`config.mk`:
```
export PLATFORM = sky130hd
export DESIGN_NAME = masked_byte_pattern_search
export DESIGN_NICKNAME = d
export VERILOG_FILES = /design/src/rtl/mbps_pkg.sv /design/src/rtl/mbps_cfg_regs.sv /design/src/rtl/mbps_match.sv /design/src/rtl/masked_byte_pattern_search.sv
export SDC_FILE = /design/constraint.sdc
export NUM_CORES = 2
export LEC_CHECK = 0
export BUFFER_PORTS_ARGS = -buffer_cell sky130_fd_sc_hd__buf_4
export CAP_MARGIN = 20
export CORE_ASPECT_RATIO = 1.4
export CORE_MARGIN = 10
export CORE_UTILIZATION = 55
export DETAILED_ROUTE_END_ITERATION = 10
export PLACE_DENSITY = 0.72
export RECOVER_POWER = 100
export SYNTH_ARGS = -nofsm -noshare
export SYNTH_HDL_FRONTEND = slang
export SYNTH_HIERARCHICAL = 1
export SYNTH_SLANG_ARGS = --single-unit
```
`constraint.sdc`:
```
create_clock -name clk -period 17.39 [get_ports clk]
set_clock_uncertainty 0.2 [all_clocks]
set_input_delay 2.6085 -clock clk [delete_from_list [all_inputs] [get_ports clk]]
set_output_delay 2.6085 -clock clk [all_outputs]
set_load 0.02 [all_outputs]
```
`src/rtl/mbps_pkg.sv`:
```
// Package for the masked byte pattern search: sizes, register codes,
// configuration and item types. No dependencies.
`timescale 1ns / 1ps
`default_nettype none

package mbps_pkg;

    localparam int MAX_PATTERN  = 24;
    localparam int ADDRESS_BITS = 48;

    localparam int REG_BYTES = 24;
    localparam int CMP_BYTES = (MAX_PATTERN < REG_BYTES) ? MAX_PATTERN : REG_BYTES;
    localparam int CFG_W     = 64;
    localparam int LEN_W     = 5;
    localparam int ADDR_W    = 48;
    localparam int IDX_W     = 3;
    localparam int WIN_IDX_W = (MAX_PATTERN > 1) ? $clog2(MAX_PATTERN) : 1;

    localparam logic [ADDR_W-1:0] COUNT_MAX = '1;
    localparam logic [ADDR_W-1:0] ADDR_MASK = (ADDRESS_BITS >= ADDR_W) ? '1 :
        ADDR_W'((64'd1 << ADDRESS_BITS) - 64'd1);

    typedef enum logic [IDX_W-1:0] {
        REG_PATTERN_LOW  = 3'd0,
        REG_PATTERN_MID  = 3'd1,
        REG_PATTERN_HIGH = 3'd2,
        REG_MASK_LOW     = 3'd3,
        REG_MASK_MID     = 3'd4,
        REG_MASK_HIGH    = 3'd5,
        REG_LENGTH       = 3'd6,
        REG_BASE         = 3'd7
    } cfg_reg_t;

    typedef struct packed {
        logic [REG_BYTES-1:0][7:0] pattern;
        logic [REG_BYTES-1:0][7:0] mask;
        logic [LEN_W-1:0]          length;
        logic [ADDR_W-1:0]         base;
    } cfg_t;

    typedef logic [MAX_PATTERN-1:0][7:0] window_t;

    typedef struct packed {
        logic [7:0] data_byte;
        logic       last;
    } in_item_t;

    typedef struct packed {
        logic              found;
        logic [ADDR_W-1:0] match_address;
    } out_item_t;

endpackage

`default_nettype wire

```
`src/rtl/mbps_cfg_regs.sv`:
```
// Configuration register file of the masked byte pattern search.
// Depends on mbps_pkg.
`timescale 1ns / 1ps
`default_nettype none

module mbps_cfg_regs
    import mbps_pkg::*;
(
    input  wire logic             clk,
    input  wire logic             rst_n,
    input  wire logic             cfg_wr_en,
    input  wire logic [IDX_W-1:0] cfg_index,
    input  wire logic [CFG_W-1:0] cfg_data,
    output cfg_t                  cfg
);

    cfg_t cfg_reg;

    always_ff @(posedge clk or negedge rst_n)
    begin
        if (!rst_n)
        begin
            cfg_reg <= '0;
        end
        else if (cfg_wr_en)
        begin
            unique case (cfg_reg_t'(cfg_index))
                REG_PATTERN_LOW:  cfg_reg.pattern[7:0]   <= cfg_data;
                REG_PATTERN_MID:  cfg_reg.pattern[15:8]  <= cfg_data;
                REG_PATTERN_HIGH: cfg_reg.pattern[23:16] <= cfg_data;
                REG_MASK_LOW:     cfg_reg.mask[7:0]      <= cfg_data;
                REG_MASK_MID:     cfg_reg.mask[15:8]     <= cfg_data;
                REG_MASK_HIGH:    cfg_reg.mask[23:16]    <= cfg_data;
                REG_LENGTH:       cfg_reg.length         <= cfg_data[LEN_W-1:0];
                REG_BASE:         cfg_reg.base           <= cfg_data[ADDR_W-1:0];
                default:          cfg_reg                <= cfg_reg;
            endcase
        end
    end

    assign cfg = cfg_reg;

endmodule

`default_nettype wire

```
`src/rtl/mbps_match.sv`:
```
// Parallel masked compare of the byte window against the pattern.
// Depends on mbps_pkg.
`timescale 1ns / 1ps
`default_nettype none

module mbps_match
    import mbps_pkg::*;
(
    input  wire cfg_t               cfg,
    input  wire window_t            window,
    input  wire logic [ADDR_W-1:0]  seen,
    output logic                    hit
);

    logic                 len_ok;
    logic                 seen_ok;
    logic [CMP_BYTES-1:0] lane_ok;

    assign len_ok  = (cfg.length != '0) && (int'(cfg.length) <= CMP_BYTES);
    assign seen_ok = (seen >= ADDR_W'(cfg.length));

    // pattern byte j lines up with window entry length-1-j (newest first)
    always_comb
    begin
        for (int j = 0; j < CMP_BYTES; j++)
        begin
            logic [LEN_W:0]       diff;
            logic [WIN_IDX_W-1:0] idx;
            logic [7:0]           d;
            diff = {1'b0, cfg.length} - (LEN_W+1)'(j + 1);
            idx  = diff[WIN_IDX_W-1:0];
            d    = window[idx];
            if (j < int'(cfg.length))
                lane_ok[j] = ((d & cfg.mask[j]) == (cfg.pattern[j] & cfg.mask[j]));
            else
                lane_ok[j] = 1'b1;
        end
    end

    assign hit = len_ok && seen_ok && (&lane_ok);

endmodule

`default_nettype wire

```
`src/rtl/masked_byte_pattern_search.sv`:
```
// Top level of the masked byte pattern search: input register, window state,
// match stage and result register. Depends on mbps_pkg, mbps_cfg_regs, mbps_match.
`timescale 1ns / 1ps
`default_nettype none

// Takes one region byte per cycle and reports the first position where the
// last pattern_length bytes equal the pattern under the per-byte masks.
// One result per region at most: found with base_address plus the start
// offset, or not-found on the last byte. Sustained rate is one byte per
// cycle; while a result waits on out_ready the input is held off. A result
// is registered: the byte that causes it passes the input register, the
// single compare stage and the result register; a waiting result holds it
// back.
// Configuration may only be written while no item is in flight.
module masked_byte_pattern_search
    import mbps_pkg::*;
(
    input  wire logic             clk,
    input  wire logic             rst_n,
    input  wire logic             cfg_wr_en,
    input  wire logic [IDX_W-1:0] cfg_index,
    input  wire logic [CFG_W-1:0] cfg_data,
    input  wire logic             in_valid,
    output logic                  in_ready,
    input  wire in_item_t         in_data,
    output logic                  out_valid,
    input  wire logic             out_ready,
    output out_item_t             out_data
);

    cfg_t cfg;

    mbps_cfg_regs u_cfg (
        .clk       (clk),
        .rst_n     (rst_n),
        .cfg_wr_en (cfg_wr_en),
        .cfg_index (cfg_index),
        .cfg_data  (cfg_data),
        .cfg       (cfg)
    );

    logic              in_valid_reg;
    in_item_t          in_item_reg;
    window_t           window_reg,  window_next;
    logic [ADDR_W-1:0] seen_reg,    seen_next;
    logic              done_reg,    done_next;
    logic              out_valid_reg, out_valid_next;
    out_item_t         out_item_reg,  out_item_next;

    window_t           shifted;
    logic [ADDR_W-1:0] seen_inc;
    logic              hit;
    logic              process;
    logic              emit;

    assign process  = in_valid_reg && (!out_valid_reg || out_ready);
    assign in_ready = !in_valid_reg || process;

    always_comb
    begin
        shifted[0] = in_item_reg.data_byte;
        for (int i = 1; i < MAX_PATTERN; i++)
            shifted[i] = window_reg[i-1];
    end

    assign seen_inc = (seen_reg == COUNT_MAX) ? seen_reg : seen_reg + ADDR_W'(1);

    mbps_match u_match (
        .cfg    (cfg),
        .window (shifted),
        .seen   (seen_inc),
        .hit    (hit)
    );

    assign emit = !done_reg && (hit || in_item_reg.last);

    always_comb
    begin
        window_next = window_reg;
        seen_next   = seen_reg;
        done_next   = done_reg;
        if (process)
        begin
            if (in_item_reg.last)
            begin
                window_next = '0;
                seen_next   = '0;
                done_next   = 1'b0;
            end
            else if (!done_reg)
            begin
                window_next = shifted;
                seen_next   = seen_inc;
                done_next   = hit;
            end
        end
    end

    always_comb
    begin
        out_valid_next = (process && emit) || (out_valid_reg && !out_ready);
        out_item_next  = out_item_reg;
        if (process && emit)
        begin
            out_item_next.found = hit;
            if (hit)
                out_item_next.match_address =
                    (cfg.base + seen_inc - ADDR_W'(cfg.length)) & ADDR_MASK;
            else
                out_item_next.match_address = '0;
        end
    end

    always_ff @(posedge clk or negedge rst_n)
    begin
        if (!rst_n)
        begin
            in_valid_reg  <= 1'b0;
            window_reg    <= '0;
            seen_reg      <= '0;
            done_reg      <= 1'b0;
            out_valid_reg <= 1'b0;
        end
        else
        begin
            if (in_ready)
                in_valid_reg <= in_valid;
            window_reg    <= window_next;
            seen_reg      <= seen_next;
            done_reg      <= done_next;
            out_valid_reg <= out_valid_next;
        end
    end

    always_ff @(posedge clk)
    begin
        if (in_valid && in_ready)
            in_item_reg <= in_data;
        out_item_reg <= out_item_next;
    end

    assign out_valid = out_valid_reg;
    assign out_data  = out_item_reg;

    a_hit_sets_done: assert property (@(posedge clk) disable iff (!rst_n)
        process && !done_reg && hit && !in_item_reg.last |=> done_reg)
        else $error("match did not close the region");

    a_done_holds_window: assert property (@(posedge clk) disable iff (!rst_n)
        process && done_reg && !in_item_reg.last |=> $stable(window_reg) && $stable(seen_reg))
        else $error("window moved after a match");

    a_last_clears: assert property (@(posedge clk) disable iff (!rst_n)
        process && in_item_reg.last |=> seen_reg == '0 && !done_reg)
        else $error("region state not cleared on last item");

    a_miss_zero_addr: assert property (@(posedge clk) disable iff (!rst_n)
        out_valid_reg && !out_item_reg.found |-> out_item_reg.match_address == '0)
        else $error("not-found result carries an address");

    a_result_held: assert property (@(posedge clk) disable iff (!rst_n)
        out_valid_reg && !out_ready |=> out_valid_reg && $stable(out_item_reg))
        else $error("stalled result changed");

endmodule

`default_nettype wire

```
== After elaboration in Yosys (flattened, before gate mapping) ==
Index checks and enable logic that the tools add are counted.

* Register bits: 730
* Output and inout port bits: 51
* Bits of input ports: 81
* Word-level logic and storage cells: 346

* $lt $le $gt $ge: 50
* Add/subtract/negate cells: 27
* Reduce and logical (&&, ||, !) cells: 28
* Bitwise logic cells: 48
* Eq/ne operators: 33
* Multiplexer cells: 79

{| class="wikitable"
|+ Operators by type and width
! operator !! number
|-
| $bmux 8 s5 || 24
|-
| $and 8x8->8 || 48
|-
| $mux 184 || 2
|-
| $eq 8x8->1 || 24
|-
| $mux 8 || 24
|-
| $lt 5x6->1 const B || 24
|-
| $mux 48 || 3
|-
| $add 48x1->48 const B || 1
|-
| $add 48x48->48 || 1
|-
| $eq 48x48->1 const B || 1
|-
| $ge 48x5->1 || 1
|-
| $sub 48x5->48 || 1
|-
| $sub 5x5->5 const B || 9
|-
| $lt 4x5->1 const A || 8
|-
| $lt 5x5->1 const A || 8
|-
| $sub 5x4->5 const B || 8
|-
| $mux 1 || 26
|-
| $reduce_and 24->1 || 1
|-
| $lt 3x5->1 const A || 4
|-
| $sub 5x3->5 const B || 4
|-
| $reduce_and 2->1 || 9
|-
| $eq 3x3->1 const B || 4
|-
| $lt 1x5->1 const A || 2
|-
| $lt 2x5->1 const A || 2
|-
| 11 further kinds || 26
|}

== Logic depth before layout (Yosys ltp) ==
* Depth in word-level cells: 12
* Mapped depth: 24
* Gate-level depth less buffers: 21

== Modules after synthesis ==
The synthesis kept the hierarchy.

{| class="wikitable"
|+ Modules (own cells, without submodules)
! module !! area an instance (um^2) !! cells an instance !! instances !! sequential area each (um^2)
|-
| mbps_match || 18131.1 || 2077 || 1 || 0.0
|-
| mbps_cfg_regs || 17066.4 || 929 || 1 || 10935.5
|-
| masked_byte_pattern_search || 15792.6 || 1573 || 1 || 7622.3
|}

== Least setup slack after synthesis ==
Ideal clock, no wire load.

* Path kind: reg2reg
* Start: register u_cfg.cfg_reg, in the netlist u_cfg/cfg[48]
* End: register out_item_reg, in the netlist out_data[0], enable pin
* Required time: 16674 ps
* Path slack: 8328 ps
* Buffers on the path: 9
* Arrival: 8346 ps
* Period minus slack after synthesis: 9062 ps
* Stages on the path, launching flop included: 24
* Library setup time: 516 ps
* Cell sequence: dfrtp_1 > buf_4 > inv_2 > buf_4 > buf_2 > buf_2 > buf_2 > ha_1 > buf_6 > buf_2 > buf_4 > mux2i_1 > and3_1 > nor4_1 > a211oi_2 > xnor2_1 > a2111oi_0 > a31oi_1 > a2111oi_2 > o2111ai_1 > nor4_2 > clkbuf_1 > nor2_1 > nor3_1

* Cells in the longest elaborated chain, start to end: 11
* Elaborated cells on any way between the ends: 178
* Classes of those cells: add/sub (24); order compare (26); eq/ne (24); mux (72); bitwise (24); reduce/logical (8)

{| class="wikitable"
|+ Ends and longest elaborated chain
! element !! RTL line !! source
|-
| from (decl) || mbps_cfg_regs.sv:17 || <nowiki>cfg_t cfg_reg;</nowiki>
|-
| from (signal assigned) || mbps_cfg_regs.sv:36 || <nowiki>default: cfg_reg <= cfg_reg;</nowiki>
|-
| $sub 5x1->5, or another cell as far along || mbps_match.sv:30 || <nowiki>diff = {1'b0, cfg.length} - (LEN_W+1)'(j + 1);</nowiki>
|-
| $bmux 8 s5 || mbps_match.sv:32 || <nowiki>d = window[idx];</nowiki>
|-
| $mux 8 (implied by the code) || mbps_match.sv:32 ||
|-
| $and 8x8->8 || mbps_match.sv:34 || <nowiki>lane_ok[j] = ((d & cfg.mask[j]) == (cfg.pattern[j] & cfg.mask[j]));</nowiki>
|-
| $eq 8x8->1 || mbps_match.sv:34 ||
|-
| $mux 1 || mbps_match.sv:33 || <nowiki>if (j < int'(cfg.length))</nowiki>
|-
| $reduce_and 24->1 || mbps_match.sv:40 || <nowiki>assign hit = len_ok && seen_ok && (&lane_ok);</nowiki>
|-
| $logic_and 1x1->1 * || mbps_match.sv:40 ||
|-
| named net hit || masked_byte_pattern_search.sv:52 || <nowiki>logic hit;</nowiki>
|-
| $logic_or 1x1->1 * || masked_byte_pattern_search.sv:75 || <nowiki>assign emit = !done_reg && (hit || in_item_reg.last);</nowiki>
|-
| $logic_and 1x1->1 * || masked_byte_pattern_search.sv:75 ||
|-
| $logic_and 1x1->1 * || masked_byte_pattern_search.sv:103 || <nowiki>if (process && emit)</nowiki>
|-
| to (signal assigned) || masked_byte_pattern_search.sv:139 || <nowiki>out_item_reg <= out_item_next;</nowiki>
|-
| to (decl) || masked_byte_pattern_search.sv:48 || <nowiki>out_item_t out_item_reg, out_item_next;</nowiki>
|}

Mark *: on every way through the listed nets, which the timed path passes. The rest lies on a longest branch. The select of a mux whose other input is x is not followed.
A chain may end at the register's enable or synchronous reset.

== Worst setup path in the final report ==
* Start: register u_cfg.cfg_reg, in the netlist u_cfg/cfg[49]
* End: register out_item_reg, in the netlist out_data[34], enable pin

The elaborated chain is that of the path after synthesis.

==> reports/metrics.cfg <==
[run_status]
outcome=complete, but fails checks
violations=capacitance limit, slew limit

[clock_tree]
htreeDepth=3
cts_resized=0
ctsLongestPathBuffers=3
numCtsBuffers=77
cts_root_buf=clkbuf_16
cts_hold_buf=0
clkLatencyLatePin_ns=0.68
clk_pin_slew_worst_paths_ns=0.07
cts_sinks=730
cts_tree=done
post_cts_buffers=0

[timing]
period_minus_slack_ns=11.97
whs_ns=0.2848
setup_viol=0
max_clock_freq_ghz=0.08357
hold_violations=0
drv_slew=987
finalCritPeriodShare_pct=68.81
grt_setup_unrepaired=no
finalSetupTns_ns=0
worstMarginPinSlew_ns=10.08
relSlewSlack_pct=-572.2

[critical_path]
path_class=reg2reg
slowest_stage=clkbuf_1
path_cells=inv_1 > ha_2 > buf_4 > buf_16 > clkbuf_1 > mux2i_1 > nand3_1 > nand4_1 > o22ai_1 > nor2_1 > xnor2_1 > a22o_1 > o32ai_1 > nand4b_1 > nor4_4 > clkbuf_1 > nor2_1 > nor3_2 > buf_4
crit_arrival_ns=12.06
slowest_delay_ns=3.17
setup.worst_path.end_class=register
cp_max_fo=67
cp.required_ns=17.49
cp-start-kind=register

[min_path]
hold_path_class=reg2reg

[grt]
track_usage_pct=33.82
antenna_found_initial=8
overflow=0
grt_pass1_vias=39680
grt_pass1_wl_um=268500
grt_max_degree=204

[pwr]
power.total_mw=7.110
powerDensity_nw_per_um2=131.2
power.leakage_nw=22.76
worst_ir_drop_vdd_uv=103.6

[die]
die_w_um=277.3
die_y_um=380.3
start_util_pct=55.23
num_rows=132
ios=132
fp.coreArea_um2=92320
dieArea_um2=105500

[final_layout]
regArea_um2=18570
fin_cells=5838
drive_above_1_share_pct=18.79
final_nets=4758
multi_input_area_um2=29390
largest_reg_flops=437
syn_to_final_growth_pct=6.289
n_fill_cell=7911

[route]
routed_wl_um=182900
drc_errors=0
antenna_left=0
dr.pass1.iters=8
wl_per_cell_um=31.33
viasPerCell=6.919
vias=40390
drt-initial-drc-count=4183

[logic_synthesis]
avgSynthCellArea_um2=11.14
ys_warn_count=6
async_flop_share_pct=92.05
yosysUniqueCellTypes=105
synth.largest_area_cell=dfrtp_1
netlist_top_cells_area=dfrtp_1 33%, mux4_2 9.1%, mux2_2 7.2%
yosys_most_used_dff=dfrtp_1
ys_seq_area_share_pct=36.39
syn-cell-area_um2=50990
synth-seq-cells=730
synthCells=4579
syn_nets=4771
synth_edf_count=58
synth_top_area_share_pct=32.98

[placed_design]
io_buffers=131
hpwl_um=133800
place.gp.congestion=1.097
place_inst=5687

[run]
drv_cap=17

-- final timing paths --
check                               start        endpoint  slack [ns]  cells past startpoint
setup / recovery            u_cfg/cfg[49]    out_data[34]        5.42                     19
hold / removal             u_cfg/cfg[148]  u_cfg/cfg[148]        0.28                      1
setup reg to reg            u_cfg/cfg[49]    out_data[34]        5.42                     19
hold reg to reg            u_cfg/cfg[148]  u_cfg/cfg[148]        0.28                      1
max in group asynchronous           rst_n    shifted[131]        6.98                      4
min in group asynchronous           rst_n   u_cfg/cfg[45]        3.86                      1
-- logic make-up after synthesis --
group / synth area share (%)
xor+xnor: 5.057
simple gates: 10.02
flops: 36.39
buf+inv: 4.893
mux: 27.97
compound gates: 12.86
fa+ha+maj: 2.797
-- cells in the final DEF (no fill, tap or decap), types with 52 or more instances in the layout --
| master | n |
|---|---|
| nor2_1 | 209 |
| clkbuf_16 | 80 |
| mux2i_1 | 306 |
| mux4_2 | 205 |
| nand3_1 | 87 |
| nand2_1 | 257 |
| mux2_1 | 188 |
| a22o_1 | 204 |
| a21oi_1 | 133 |
| inv_1 | 186 |
| xnor2_1 | 183 |
| a22oi_1 | 53 |
| nor3_1 | 165 |
| o21ai_0 | 104 |
| o22ai_1 | 76 |
| nand4_1 | 52 |
| buf_4 | 129 |
| ha_1 | 104 |
| dfrtp_1 | 668 |
| edfxtp_1 | 58 |
| xor2_1 | 88 |
| clkbuf_1 | 80 |
| mux2_2 | 326 |
| nand2b_1 | 54 |
-- power by group --
group / internal (mW) / switching [mW] / total [mW] / leakage (nW)
logic: 1.21 / 1.96 / 3.17 / 12.4
registers: 1.96 / 0.221 / 2.19 / 9.07
clock network: 0.989 / 0.765 / 1.75 / 1.29
-- metrics by stage --
stage               setup WS, ns  area (µm²)  util, %
global placement           8.902       52480    56.84
detailed placement         8.810       52480    56.84
CTS                        8.791       55100    59.68
global route               4.663       54190    58.70
finish                     5.424       54200    58.70
floorplan                  8.328       50990        -
-- synthesized netlist by cell type (9+ instances only) --
master / number
or3_1: 15
a21oi_1: 132
buf_2: 67
nor2_1: 209
mux2_4: 180
a221oi_1: 47
a21o_1: 35
o31ai_1: 22
clkbuf_1: 134
mux2_2: 326
nand4_1: 52
edfxtp_1: 58
inv_1: 185
xor2_1: 88
buf_6: 54
and3_1: 30
o21ai_0: 106
mux4_2: 205
buf_4: 39
or4_1: 16
a211oi_1: 41
nor3_1: 166
and4_1: 16
buf_1: 9
a31oi_1: 35
nand3_1: 88
a22oi_1: 53
nor4_1: 37
o21a_1: 12
dfrtp_1: 672
xnor2_1: 189
a22o_1: 204
mux2_1: 14
nand2b_1: 54
o211ai_1: 13
a2111oi_0: 12
nor2b_1: 17
o221ai_1: 11
o22ai_1: 76
nand2_1: 257
ha_1: 106
and2_1: 19
mux2i_1: 306
-- per-layer routing --
metal  GRT usage, %  vias up  wire (µm)
met4          27.69        8      17660
met1          35.66    20370      61110
li1               -    17310          -
met5         0.1372        -         53
met2          55.78     2050      87350
met3          9.670      661      16750
-- worst max-delay path: cells and delay by family (launching register included) --
family,cells,cell delay [ns]
flip-flops,1,1.01
buffers and inverters,6,5.63
adder cells (fa/ha/maj),1,0.47
AND/OR/NAND/NOR,7,1.95
AO/OA/AOI/OAI,3,1.52
XOR/XNOR,1,0.13
multiplexers,1,0.50
-- final cells by class --
cell class / instances / area share, %
multi-input cells: 3354 / 54.23
flip-flops and latches: 730 / 34.26
clock buffers: 99 / 3.955
well taps: 1206 / 2.784
repair buffers: 212 / 2.544
inverters: 191 / 1.327
clock inverters: 43 / 0.8819
diodes: 3 / 0.01385
(Power assumes the default switching activity.)
